### src/rtl/core/s20_pkg.sv
// Shared types, constants and round functions for the Salsa20 stream cipher core.
`default_nettype none
package s20_pkg;

  typedef logic [31:0] word_t;
  typedef logic [15:0][31:0] state_t;

  localparam word_t SIGMA0 = 32'h6170_7865;
  localparam word_t SIGMA1 = 32'h3320_646e;
  localparam word_t SIGMA2 = 32'h7962_2d32;
  localparam word_t SIGMA3 = 32'h6b20_6574;

  localparam int ROUND_COUNT_DEFAULT = 20;

  localparam int CFG_INDEX_W = 3;
  localparam int CFG_DATA_W  = 64;
  typedef logic [CFG_INDEX_W-1:0] cfg_index_t;
  typedef logic [CFG_DATA_W-1:0] cfg_data_t;

  localparam cfg_index_t CFG_KEY_LOW    = 3'd0;
  localparam cfg_index_t CFG_KEY_SECOND = 3'd1;
  localparam cfg_index_t CFG_KEY_THIRD  = 3'd2;
  localparam cfg_index_t CFG_KEY_HIGH   = 3'd3;
  localparam cfg_index_t CFG_NONCE      = 3'd4;
  localparam cfg_index_t CFG_START      = 3'd5;

  typedef struct packed {
    logic accept;
    logic restart;
    logic load;
    logic round_step;
    logic row;
    logic finish;
    logic emit;
    logic use_input;
  } s20_cmd_t;

  typedef struct packed {
    logic pos_last;
  } s20_stat_t;

  function automatic word_t rotl(input word_t v, input int unsigned s);
    rotl = (v << s) | (v >> (32 - s));
  endfunction

  function automatic state_t transpose(input state_t w);
    state_t t;
    for (int i = 0; i < 4; i++) begin
      for (int j = 0; j < 4; j++) begin
        t[i*4+j] = w[j*4+i];
      end
    end
    return t;
  endfunction

  // Four quarter-rounds of one column pass; a row pass is this on the transposed state.
  function automatic state_t column_pass(input state_t w);
    state_t r;
    int a;
    int b;
    int c;
    int d;
    r = w;
    for (int q = 0; q < 4; q++) begin
      a = q * 5;
      b = (a + 4) % 16;
      c = (a + 8) % 16;
      d = (a + 12) % 16;
      r[b] = r[b] ^ rotl(r[a] + r[d], 7);
      r[c] = r[c] ^ rotl(r[b] + r[a], 9);
      r[d] = r[d] ^ rotl(r[c] + r[b], 13);
      r[a] = r[a] ^ rotl(r[d] + r[c], 18);
    end
    return r;
  endfunction

endpackage
`default_nettype wire

### src/rtl/core/s20_ctrl.sv
// Controller: handshakes, block generation sequence and round counter.
`default_nettype none
module s20_ctrl #(
  parameter int ROUND_COUNT = s20_pkg::ROUND_COUNT_DEFAULT
) (
  input  wire logic              clk,
  input  wire logic              rst,
  input  wire logic              in_valid,
  input  wire logic              message_start,
  output logic                   in_stall,
  output logic                   out_valid,
  input  wire logic              out_stall,
  input  wire s20_pkg::s20_stat_t stat,
  output s20_pkg::s20_cmd_t      cmd
);
  import s20_pkg::*;

  localparam int ROUND_STEPS = ((ROUND_COUNT + 1) / 2) * 2;
  localparam int RW = $clog2(ROUND_STEPS);

  localparam logic [2:0] ST_IDLE   = 3'd0;
  localparam logic [2:0] ST_LOAD   = 3'd1;
  localparam logic [2:0] ST_ROUND  = 3'd2;
  localparam logic [2:0] ST_FINISH = 3'd3;
  localparam logic [2:0] ST_EMIT   = 3'd4;

  logic [2:0]    state;
  logic [2:0]    state_next;
  logic [RW-1:0] round_cnt;
  logic [RW-1:0] round_cnt_next;
  logic          ks_ready;
  logic          ks_ready_next;
  logic          out_valid_next;
  logic          out_free;
  logic          accept;
  logic          need_block;

  assign out_free   = !out_valid || !out_stall;
  assign in_stall   = !((state == ST_IDLE) && out_free);
  assign accept     = in_valid && !in_stall;
  assign need_block = message_start || !ks_ready;

  always_comb begin
    cmd            = '0;
    state_next     = state;
    round_cnt_next = round_cnt;
    ks_ready_next  = ks_ready;
    case (state)
      ST_IDLE: begin
        cmd.accept  = accept;
        cmd.restart = accept && message_start;
        if (accept) begin
          if (need_block) begin
            state_next = ST_LOAD;
          end else begin
            cmd.emit      = 1'b1;
            cmd.use_input = 1'b1;
          end
        end
      end
      ST_LOAD: begin
        cmd.load       = 1'b1;
        round_cnt_next = '0;
        state_next     = ST_ROUND;
      end
      ST_ROUND: begin
        cmd.round_step = 1'b1;
        cmd.row        = round_cnt[0];
        round_cnt_next = round_cnt + RW'(1);
        if (round_cnt == RW'(ROUND_STEPS - 1)) begin
          state_next = ST_FINISH;
        end
      end
      ST_FINISH: begin
        cmd.finish    = 1'b1;
        ks_ready_next = 1'b1;
        state_next    = ST_EMIT;
      end
      ST_EMIT: begin
        if (out_free) begin
          cmd.emit   = 1'b1;
          state_next = ST_IDLE;
        end
      end
      default: begin
        state_next = ST_IDLE;
      end
    endcase
    if (cmd.restart) begin
      ks_ready_next = 1'b0;
    end
    if (cmd.emit && stat.pos_last) begin
      ks_ready_next = 1'b0;
    end
  end

  always_comb begin
    if (cmd.emit) begin
      out_valid_next = 1'b1;
    end else if (!out_stall) begin
      out_valid_next = 1'b0;
    end else begin
      out_valid_next = out_valid;
    end
  end

  always_ff @(posedge clk) begin
    if (rst) begin
      state     <= ST_IDLE;
      round_cnt <= '0;
      ks_ready  <= 1'b0;
      out_valid <= 1'b0;
    end else begin
      state     <= state_next;
      round_cnt <= round_cnt_next;
      ks_ready  <= ks_ready_next;
      out_valid <= out_valid_next;
    end
  end

  a_emit_slot_free: assert property (@(posedge clk) disable iff (rst)
    cmd.emit |-> (!out_valid || !out_stall))
    else $error("word written over a pending output");

  a_direct_needs_ks: assert property (@(posedge clk) disable iff (rst)
    (cmd.emit && cmd.use_input) |-> ks_ready)
    else $error("direct output without a keystream block");

  a_finish_sets_ready: assert property (@(posedge clk) disable iff (rst)
    (state == ST_FINISH) |=> (ks_ready && (state == ST_EMIT)))
    else $error("block finish did not mark keystream ready");

  a_round_exit: assert property (@(posedge clk) disable iff (rst)
    (state == ST_ROUND && round_cnt == RW'(ROUND_STEPS - 1)) |=> (state == ST_FINISH))
    else $error("round sequence ended at the wrong count");

endmodule
`default_nettype wire

### config.mk
export PLATFORM = sky130hd
export DESIGN_NAME = s20_ctrl
export DESIGN_NICKNAME = d
export VERILOG_FILES = /design/src/rtl/core/s20_pkg.sv /design/src/rtl/core/s20_ctrl.sv
export SDC_FILE = /design/constraint.sdc
export NUM_CORES = 1
export LEC_CHECK = 0
export BUFFER_PORTS_ARGS = -buffer_cell sky130_fd_sc_hd__clkbuf_2
export CAP_MARGIN = 30
export CORE_AREA = 10 10 47 49
export CTS_CLUSTER_DIAMETER = 40
export DETAILED_ROUTE_END_ITERATION = 7
export DIE_AREA = 0 0 57 59
export GPL_TIMING_DRIVEN = 0
export SLEW_MARGIN = 20
export SYNTH_ARGS = -nofsm -noshare
export SYNTH_HDL_FRONTEND = slang
export SYNTH_SLANG_ARGS = --single-unit
### constraint.sdc
create_clock -name clk -period 1.85 [get_ports clk]
set_clock_uncertainty 0.15 [all_clocks]
set_input_delay 0.185 -clock clk [delete_from_list [all_inputs] [get_ports clk]]
set_output_delay 0.185 -clock clk [all_outputs]
set_load 0.005 [all_outputs]
**Word level (Yosys, flattened, before mapping)**

Cells that the tools add are included.

- Add/subtract/negate cells: 1
- Eq/ne operators: 10
- Muxes and demuxes: 17
- Reductions and logical operators: 14

Operators by type and width:

| operator | count |
|---|---|
| $pmux W3 S5 | 1 |
| $mux W3 | 4 |
| $pmux W5 S2 | 1 |
| $mux W2 | 4 |
| $ne A2 B2 Y1 const B | 4 |
| $eq A3 B2 Y1 const B | 2 |
| $mux W1 | 6 |
| $add A5 B1 Y5 const B | 1 |
| $eq A5 B5 Y1 const B | 1 |
| $logic_and A1 B1 Y1 | 4 |
| $logic_not A1 Y1 | 4 |
| $reduce_and A4 Y1 | 1 |
| $eq A3 B1 Y1 const B | 1 |
| $eq A3 B3 Y1 const B | 1 |
| $logic_not A3 Y1 | 1 |
| $reduce_or A3 Y1 | 1 |
| $logic_or A1 B1 Y1 | 2 |
| $ne A2 B1 Y1 const B | 1 |
| $pmux W1 S2 | 1 |
| $reduce_bool A2 Y1 | 1 |

- Bits in registers: 10
- Input bits: 6
- Output and inout bits: 10
- Logic and storage cells: 46

**Depth between registers and ports, before layout**

Gate-level depths: netlist of run 1.

- Depth in word-level cells: 8
- Mapped depth: 4
- Depth with buffers taken out: 4

**Least setup slack after synthesis of run 1**

OpenSTA, ideal clock, no wires.

- Path type: reg-to-reg
- Start: register state[0]
- End: register round_cnt[3]
- Setup time: 0.121 ns
- Arrival: 1.281 ns
- Required time: 1.579 ns
- Setup slack: 0.298 ns
- Stages on the path, launching flop included: 5
- Buffers on the path: 0
- Period minus slack after synthesis: 1.552 ns
- Path through: dfxtp_1 or3b_2 inv_1 nor3b_1 mux2_2

- Longest elaborated chain between the ends: 2
- Elaborated cells between the ends (all ways): 4
- Classes of those cells: eq/ne (2); mux (1); reduce/logical (1)

Ends and longest elaborated chain:

| element | RTL line | text |
|---|---|---|
| start, declared | s20_ctrl.sv:27 | `logic [2:0] state;` |
| start signal, assigned | s20_ctrl.sv:114 | `state <= state_next;` |
| $eq A3 B2 Y1 or $eq A3 B1 Y1 (tied branches) | s20_ctrl.sv:48 | `case (state)` |
| $pmux W5 S2 or $reduce_bool A2 Y1 (tied branches) | -- |  |
| end signal, assigned | s20_ctrl.sv:115 | `round_cnt <= round_cnt_next;` |
| end, declared | s20_ctrl.sv:29 | `logic [RW-1:0] round_cnt;` |

Parallel ways exist; a longest one is shown, timed or not.
A chain may end at the register's enable or synchronous reset.

==> results of run 1 <==
power groups by stage:
stage          Combinational, W  Clock (W)  Sequential, W
6_report              0.0000785   0.000145       0.000232
5_1_grt               0.0000886   0.000157       0.000233
4_1_cts               0.0000729   0.000149       0.000231
3_5_place_dp          0.0000678          0       0.000234
3_3_place_gp          0.0000681          0       0.000234
2_1_floorplan         0.0000421          0       0.000232
cell type report:
class,count,area (um2)
buffer,3,18.8
fill,152,709
sequential,10,204
inverter,3,11.3
timing repair buffer,17,92.6
clock buffer,3,22.5
tap,16,20.0
multi-input combinational,43,323
flip-flops by register name, summed over array words and instances (netlist names):
| signal | count |
|---|---|
| round_cnt | 5 |
| state | 3 |
| out_valid | 1 |
| ks_ready | 1 |
Yosys cell counts:
library cell   n
nor3b_1        2
nor2b_1        1
o211a_1        1
and3b_2        1
ha_1           1
o21ai_0        1
a211oi_2       1
a2111oi_0      1
nor2_1         6
clkbuf_1       1
and2_1         2
and3_1         1
or3b_4         1
and3b_1        1
or3b_2         1
nand3_1        5
buf_4          2
dfxtp_1       10
mux2_4         1
nand2b_1       2
inv_1          3
nand4_1        1
mux2_2         2
and4bb_2       1
a2111oi_2      1
a21oi_1        6
a41oi_1        1
nand2_1        2
worst max-delay path: stages, from the launching register on:
cell and delay, ns:
dfxtp_2 0.35, a2111oi_4 0.40, and2_4 0.21, nor2b_2 0.11
clkbuf_2 0.11
per-layer routing:
layer	share of wire (%)	GRT usage, %	routed length, um
met1	48	7.88	547
met2	39	10.5	447
met3	12	3.86	135
met4	0.88	6.71	10
met5	0	0	0
logic make-up (layout without fill, tap and decap cells):
family / Yosys count / in the layout / synth area share, %
fa+ha+maj: 1 / 1 / 2.34
simple gates: 27 / 27 / 30.8
buf+inv: 6 / 26 / 5.61
compound gates: 12 / 12 / 16.8
mux: 3 / 3 / 7.01
flops: 10 / 10 / 37.4
path summary, 6_finish.rpt:
check,startpoint,to,slack [ns],depth (start not counted)
setup / recovery,state[1]$_SDFFE_PP0P_,cmd[0],0.07,4
hold / removal,in_valid,state[0]$_SDFFE_PP0P_,0.04,3
setup reg to reg,state[0]$_SDFFE_PP0P_,round_cnt[3]$_SDFFE_PP0N_,0.29,4
hold reg to reg,round_cnt[4]$_SDFFE_PP0N_,state[0]$_SDFFE_PP0P_,0.33,2
per-stage QoR:
| stage | setup slack, ns | util (%) | hold slack (ns) |
|---|---|---|---|
| after floorplan | 0.298 | - | 0.148 |
| after global placement | 0.211 | 45.0 | 0.251 |
| after detailed placement | 0.218 | 45.0 | 0.243 |
| after CTS | 0.00471 | 48.3 | 0.0421 |
| after global routing | -0.00485 | 49.4 | 0.0724 |
| final | 0.0722 | 49.4 | 0.0373 |
timing repair:
item                                   in CTS  in global routing
hold buffers                                1                  0
setup buffers                               0                  1
gates resized for setup                     3                  5
pin swaps                                   0                  2
endpoints found under the hold margin       1                  0
setup endpoints to repair                   2                  3
==> results.md, run 1 <==
- Outcome: complete, no violations
- Layout cells sized above 1: 46.8%
- Yosys top cell by area: dfxtp_1
- Clock Tree Root: clkbuf_4
- Initial antenna violation count: 0
- Global-route wire length before repair: 1990 um
- Largest net degree at the start of global routing: 11
- Crit path launch type: register
- Via count: 491
- Starting density of the core: 38.2%
- Non-filler cells, final: 95
- NetSw: 0.000115 W
- CP Data Required Time: 1.51 ns
- Area growth syn-to-layout: 29.2%
- Most frequent cells in the layout: 15 x clkbuf_2, 7 x dfxtp_1, 6 x nor2_1, 6 x a21oi_1, 5 x nand3_1
- Core ar.: 1400 um2
- Synth top area share: 37.4%
- Critical Path Sink Type: primary output
- GPL Wtd Cong: 0.692
- Clk pwr share: 31.8%
- Sequential power share: 50.9%
- Final period util: 96.1%
- Mapped Area: 536 um2
- Die Ht: 59 um
- Total power: 0.000455 W
- Worst slew pin tran: 0.455 ns
- Yosys reg bits: 10
- Dpl cell area: 631 um2
- N_diodes: 0
- Routed len/inst: 12.0 um
- Setup CP Type: register to primary output
- Netlist cell types: 28
- Internal Power: 0.000340 W
- Hold WC Path Type: input pin to register
- Register area share after synthesis: 37.4%
- WL final: 1140 um
- Layout Cell Area excl Fill: 692 um2
- Logic pwr share: 17.3%
- DRC: 0
- Worst EP arrival: 1.44 ns
- RSZ-0062 raised after global routing: yes
- Input/output buffers: 15
- Vias in the first global route: 493
- Pwr Density: 657 nW/um2
- Vias/cell: 5.17
- P_leak: 0.324 nW
- Placed wire-length estimate: 895 um
- CTS clk-pin slew, worst paths: 0.06 ns
- Full die area: 3360 um2
- Top Ports: 16
- Synth warn: 0
- Crit path max fanout: 6
- Sw frac: 25.3%
- Max-Cap Viols: 0
- 1st-iter DRT viols: 3
- Clk Latency, worst-skew pair: 0.26 ns
- Worst VDD drop: 330 uV
- Global route overflow: 0
- Syn Area/Cell: 9.08 um2
- Nets: 88
- Total GRT Usage: 7.44%
- Die width: 57 um
- Fmax: 0.562 GHz
- Antenna-violating nets left: 0
- CTS Buffer Depth: 2
- Final slew viol count: 0
- Most common cell after layout, fill and taps aside: clkbuf_2
- Total CTS buffers: 3
- CTS tree: done
- FP Rows: 14
- Min Tclk post-route: 1.78 ns
- Relative slew slack: 69.7%
- Sink Count: 10
- Syn nets: 66
- Placed cells: 90
- Top post-synthesis cells by area: dfxtp_1 37%, a21oi_1 5.6%, nand3_1 4.7%
- Setup-failing EPs final: 0
- Hold Violations, Final: 0
- Post-Route Setup TNS: 0 ns
- H-tree Lvls: 1
- Cells after Synth: 59
- DRT Pass-1 Iters: 2
Note: power is estimated with default switching activity, not from simulation.
==> run 2: changes to the inputs <==
--- a/config.mk
+++ b/config.mk
@@ -5,6 +5,7 @@
 export SDC_FILE = /design/constraint.sdc
 export NUM_CORES = 1
 export LEC_CHECK = 0
+export ABC_AREA = 1
 export BUFFER_PORTS_ARGS = -buffer_cell sky130_fd_sc_hd__clkbuf_2
 export CAP_MARGIN = 30
 export CORE_AREA = 10 10 47 49
@@ -12,6 +13,7 @@
 export DETAILED_ROUTE_END_ITERATION = 7
 export DIE_AREA = 0 0 57 59
 export GPL_TIMING_DRIVEN = 0
+export PLACE_DENSITY = 0.68
 export SLEW_MARGIN = 20
 export SYNTH_ARGS = -nofsm -noshare
 export SYNTH_HDL_FRONTEND = slang
==> results.md, run 2 <==
- Routed len/inst: 9.84 um
- Most flop-heavy register: round_cnt
- Register area share after synthesis: 35.1%
- Worst EP arrival: 1.37 ns
- P_leak: 0.369 nW
- RSZ-0062 raised after global routing: no
- Final period util: 92.4%
- Post-synth EDFFs: 0
- Clock Tree Root: clkbuf_4
- Cells after Synth: 87
- Hold Violations, Final: 0
- Pre-CTS WS: 0.375 ns
- Pwr Density: 816 nW/um2
- Initial antenna violation count: 0
- Crit path max fanout: 5
- Relative slew slack: 73.3%
- Synth top area share: 35.1%
- Setup CP Type: register to primary output
- Vias in the first global route: 518
- Total power: 0.000567 W
- Total GRT Usage: 7.61%
- Syn Area/Cell: 6.56 um2
- Worst slew pin tran: 0.400 ns
- Routed met2 length: 563 um
- Fmax: 0.585 GHz
- Most used DFF post-synth: dfxtp_1
- Critical Path Sink Type: primary output
- H-tree Lvls: 1
- Top flop regs: round_cnt x5, state x3
- GPL Wtd Cong: 0.761
- Antenna-violating nets left: 0
- CTS tree: done
- Mapped Area: 571 um2
- Most common cell after layout, fill and taps aside: nand2_1
- Ys async rst share: 0%
- Dpl cell area: 661 um2
- Outcome: complete, no violations
- Most common cell in the synthesized netlist: nand2_1
- Clk Latency, worst-skew pair: 0.25 ns
- Crit path launch type: register
- Full die area: 3360 um2
- Vias/cell: 4.54
- Final slew viol count: 0
- Core ar.: 1400 um2
- Nets: 114
- Top post-synthesis cells by area: dfxtp_1 35%, nand2_1 11%, inv_1 9.2%
- Largest net degree at the start of global routing: 10
- Worst VDD drop: 388 uV
- Global-route wire length before repair: 2040 um
- Die Ht: 59 um
- FP Rows: 14
- N_diodes: 0
- Layout cells sized above 1: 27.6%
- Top post-synthesis cells by count: 17 x nand2_1, 14 x inv_1, 13 x nor2_1
- Total CTS buffers: 3
- CP Data Required Time: 1.51 ns
- 1st-iter DRT viols: 5
- Number of flip-flops in the largest register: 5
- Hold WC Path Type: input pin to register
- Post-Route Setup TNS: 0 ns
- Slack of the critical path: 0.141 ns
- Netlist cell types: 18
- Yosys reg bits: 10
- Yosys top cell by area: dfxtp_1
- Sink Count: 10
- Global route overflow: 0
- Placed wire-length estimate: 962 um
- WL final: 1190 um
- Max-Cap Viols: 0
- Die width: 57 um
- Syn nets: 94
- DRC: 0
- Area growth syn-to-layout: 21.9%
- Most frequent cells in the layout: 17 x nand2_1, 14 x inv_1, 14 x clkbuf_2
- DRT Pass-1 Iters: 4
- CTS clk-pin slew, worst paths: 0.06 ns
- Input/output buffers: 14
- Min Tclk post-route: 1.71 ns
- Met3 wire length: 85 um
- Via count: 549
- Synth warn: 0
- Starting density of the core: 40.7%
- CTS Buffer Depth: 2
- Layout Cell Area excl Fill: 696 um2
- Top Ports: 16
- Top layer in use: met4
- Fin util: 49.6%
- Post-CTS Repair Setup Buffers: 0
- Met1 wire length: 526 um
- Setup-failing EPs final: 0
-- run 2: per-layer routing --
| metal | track usage [%] | up-vias |
|---|---|---|
| li1 | - | 307 |
| met1 | 7.62 | 232 |
| met2 | 12.4 | 8 |
| met3 | 3.65 | 2 |
| met4 | 5.03 | 0 |
| met5 | 0 | - |
-- run 2: layout make-up --
class | instances | area (um2)
clock buffers | 3 | 22.5
multi-input cells | 59 | 295
repair buffers | 15 | 80.1
fillers | 153 | 706
inverters | 15 | 56.3
flip-flops and latches | 10 | 203
well taps | 16 | 20.0
plain buffers | 3 | 18.8
-- run 2: timing repair --
action,CTS,global route
endpoints found under the setup margin,0,1
resized for setup,0,2
hold endpoints to repair,1,0
hold buffers,1,0
-- run 2: report_power, final --
part | switching, W | leakage (nW) | internal, W | total [W]
sequential | 0.0000212 | 0.0819 | 0.000234 | 0.000255
clock | 0.0000659 | 0.0138 | 0.0000747 | 0.000141
combinational | 0.000104 | 0.274 | 0.0000685 | 0.000172
-- run 2: logic make-up (layout without fill, tap and decap cells) --
group,Yosys count,in the layout,share of synthesized area [%]
flops,10,10,35.1
buf+inv,18,36,13.2
fa+ha+maj,1,1,2.19
compound gates,9,9,8.55
simple gates,49,49,41.0
-- run 2: metrics by stage --
stage | instances | hold slack, ns
final | 121 | 0.0710
after global routing | 121 | 0.104
after CTS | 121 | 0.0637
after detailed placement | 117 | 0.221
after global placement | 117 | 0.216
after floorplan | 87 | 0.118
-- run 2: path summary, 6_finish.rpt --
kind                              from                         to  slack [ns]  cells after the start
max reg2reg      state[1]$_SDFFE_PP0P_      state[0]$_SDFFE_PP0P_        0.55                      7
max              state[0]$_SDFFE_PP0P_                     cmd[1]        0.14                      7
min                      message_start      ks_ready$_SDFFE_PP0P_        0.07                      4
min reg2reg  round_cnt[1]$_SDFFE_PP0N_  round_cnt[1]$_SDFFE_PP0N_        0.33                      2
-- run 2: critical path, stage by stage (launching register included) --
cell and delay, ns:
dfxtp_2 0.35, nor2_4 0.16, nand3_2 0.11, nor2_4 0.12
nand2_2 0.07, nand2_1 0.10, buf_4 0.11, clkbuf_2 0.10
==> run 3: changes to the inputs <==
==> constraint.sdc (replaced) <==
create_clock -name clk -period 2 [get_ports clk]
set_clock_uncertainty 0.15 [all_clocks]
set_input_delay 0.2 -clock clk [delete_from_list [all_inputs] [get_ports clk]]
set_output_delay 0.2 -clock clk [all_outputs]
set_load 0.005 [all_outputs]
==> results.md, run 3 (synthesis gave the netlist of run 2 again) <==
- DRT Pass-1 Iters: 3
- CTS clk-pin slew, worst paths: 0.06 ns
- Layout cells sized above 1: 25.7%
- Min Tclk post-route: 1.75 ns
- Most frequent cells in the layout: 17 x nand2_1, 14 x inv_1, 14 x clkbuf_2
- Clk pwr share: 24.8%
- Total CTS buffers: 3
- Global-route wire length before repair: 2040 um
- Area growth syn-to-layout: 21.5%
- Die Ht: 59 um
- WL final: 1190 um
- GPL Wtd Cong: 0.761
- Sink Count: 10
- Critical path's slowest cell: dfxtp_1
- Buffers & Inverters on Critical Path: 2
- Hold Violations, Final: 0
- Relative slew slack: 73.3%
- Clk Latency, worst-skew pair: 0.25 ns
- CP Data Required Time: 1.65 ns
- Hold WC Path Type: input pin to register
- P_leak: 0.369 nW
- Internal Power: 0.000346 W
- Max-Cap Viols: 0
- H-tree Lvls: 1
- Critical Path Sink Type: primary output
- FP Rows: 14
- Largest net degree at the start of global routing: 10
- Total power: 0.000521 W
- Core ar.: 1400 um2
- Fmax: 0.572 GHz
- Pwr Density: 751 nW/um2
- RSZ-0062 raised after global routing: no
- Top flop regs: round_cnt x5, state x3
- Input/output buffers: 14
- Logic pwr share: 30.2%
- Post-CTS resize count: 0
- DRC: 0
- Critical Path Max Stage Delay: 0.36 ns
- Worst EP arrival: 1.40 ns
- Starting density of the core: 40.7%
- 1st-iter DRT viols: 5
- Die width: 57 um
- Full die area: 3360 um2
- Clock Tree Root: clkbuf_4
- Placed wire-length estimate: 962 um
- Antenna-violating nets left: 0
- Hold WS: 0.0860 ns
- Crit path max fanout: 5
- Nets: 114
- CTS Buffer Depth: 2
- Worst VDD drop: 356 uV
- Sequential power share: 45.0%
- Sw frac: 33.6%
- Crit path max-delay family: simple AND/OR/NAND/NOR gates
- Most flop-heavy register: round_cnt
- Vias/cell: 4.52
- Total GRT Usage: 7.61%
- Setup-failing EPs final: 0
- Setup CP Type: register to primary output
- CP cell instances: nor2_4, nand3_2, nor2_4, nand2_2, nand2_1, buf_4, clkbuf_2
- Top Ports: 16
- Routed len/inst: 9.80 um
- NetSw: 0.000175 W
- N_diodes: 0
- Vias in the first global route: 518
- Global route overflow: 0
- Post-Route Setup TNS: 0 ns
- Worst slew pin tran: 0.401 ns
- Final slew viol count: 0
- Outcome: complete, no violations
- Via count: 547
- Crit path launch type: register
- Most frequent cell on the critical path: nor2_4
- Most common cell after layout, fill and taps aside: nand2_1
- CTS tree: done
- Final period util: 87.3%
- Initial antenna violation count: 0
- Number of flip-flops in the largest register: 5
[run 3: cell counts in the layout (fill, tap and decap cells not counted)]
Identical to the previous run, type by type.
[run 3: metrics by stage]
step / area, um2 / instances / utilization, % / setup slack, ns
final: 693 / 121 / 49.5 / 0.253
after global routing: 693 / 121 / 49.5 / 0.107
after CTS: 693 / 121 / 49.5 / 0.225
after detailed placement: 661 / 117 / 47.1 / 0.510
after global placement: 661 / 117 / 47.1 / 0.531
after floorplan: 571 / 87 / - / 0.658
[run 3: final timing paths]
check                                                from                        end  slack (ns)  depth (start not counted)
worst max-delay path                state[2]$_SDFFE_PP0P_                     cmd[1]        0.25                          7
worst min-delay path                        message_start      ks_ready$_SDFFE_PP0P_        0.09                          4
worst max register to register      state[0]$_SDFFE_PP0P_      state[0]$_SDFFE_PP0P_        0.69                          8
worst min register to register  round_cnt[1]$_SDFFE_PP0N_  round_cnt[1]$_SDFFE_PP0N_        0.33                          2
[run 3: metal layers]
| layer | up-vias | GRT usage, % | share of wire [%] |
|---|---|---|---|
| li1 | 307 | - | - |
| met1 | 230 | 7.62 | 44 |
| met2 | 8 | 12.4 | 47 |
| met3 | 2 | 3.65 | 7.2 |
| met4 | 0 | 5.03 | 1.3 |
| met5 | - | 0 | 0 |
[run 3: cell type report]
| class | count | area (um2) |
|---|---|---|
| buffer | 3 | 18.8 |
| clock buffer | 3 | 22.5 |
| fill | 153 | 708 |
| inverter | 15 | 56.3 |
| multi-input combinational | 59 | 295 |
| sequential | 10 | 200 |
| tap | 16 | 20.0 |
| timing repair buffer | 15 | 80.1 |
[run 3: power groups by stage]
stage                     Sequential (W)  Clock [W]  Combinational, W
final                           0.000234   0.000129          0.000157
after global routing            0.000237   0.000145          0.000184
after CTS                       0.000234   0.000138          0.000162
after detailed placement        0.000239          0          0.000160
after global placement          0.000238          0          0.000157
after floorplan                 0.000235          0          0.000110
[run 3: what timing repair did]
item                                    4_1_cts  5_1_grt
buffers inserted                              0        0
endpoints found under the setup margin        0        0
endpoints found under the hold margin         1        0
hold buffers                                  1        0
[run 3: tightest hold or removal path, delay by kind of cell]
kind                   cells  cell delay [ns]
AOI/OAI and AO/OA          1             0.03
and+or+nand+nor            2             0.13
buffers and inverters      1             0.09
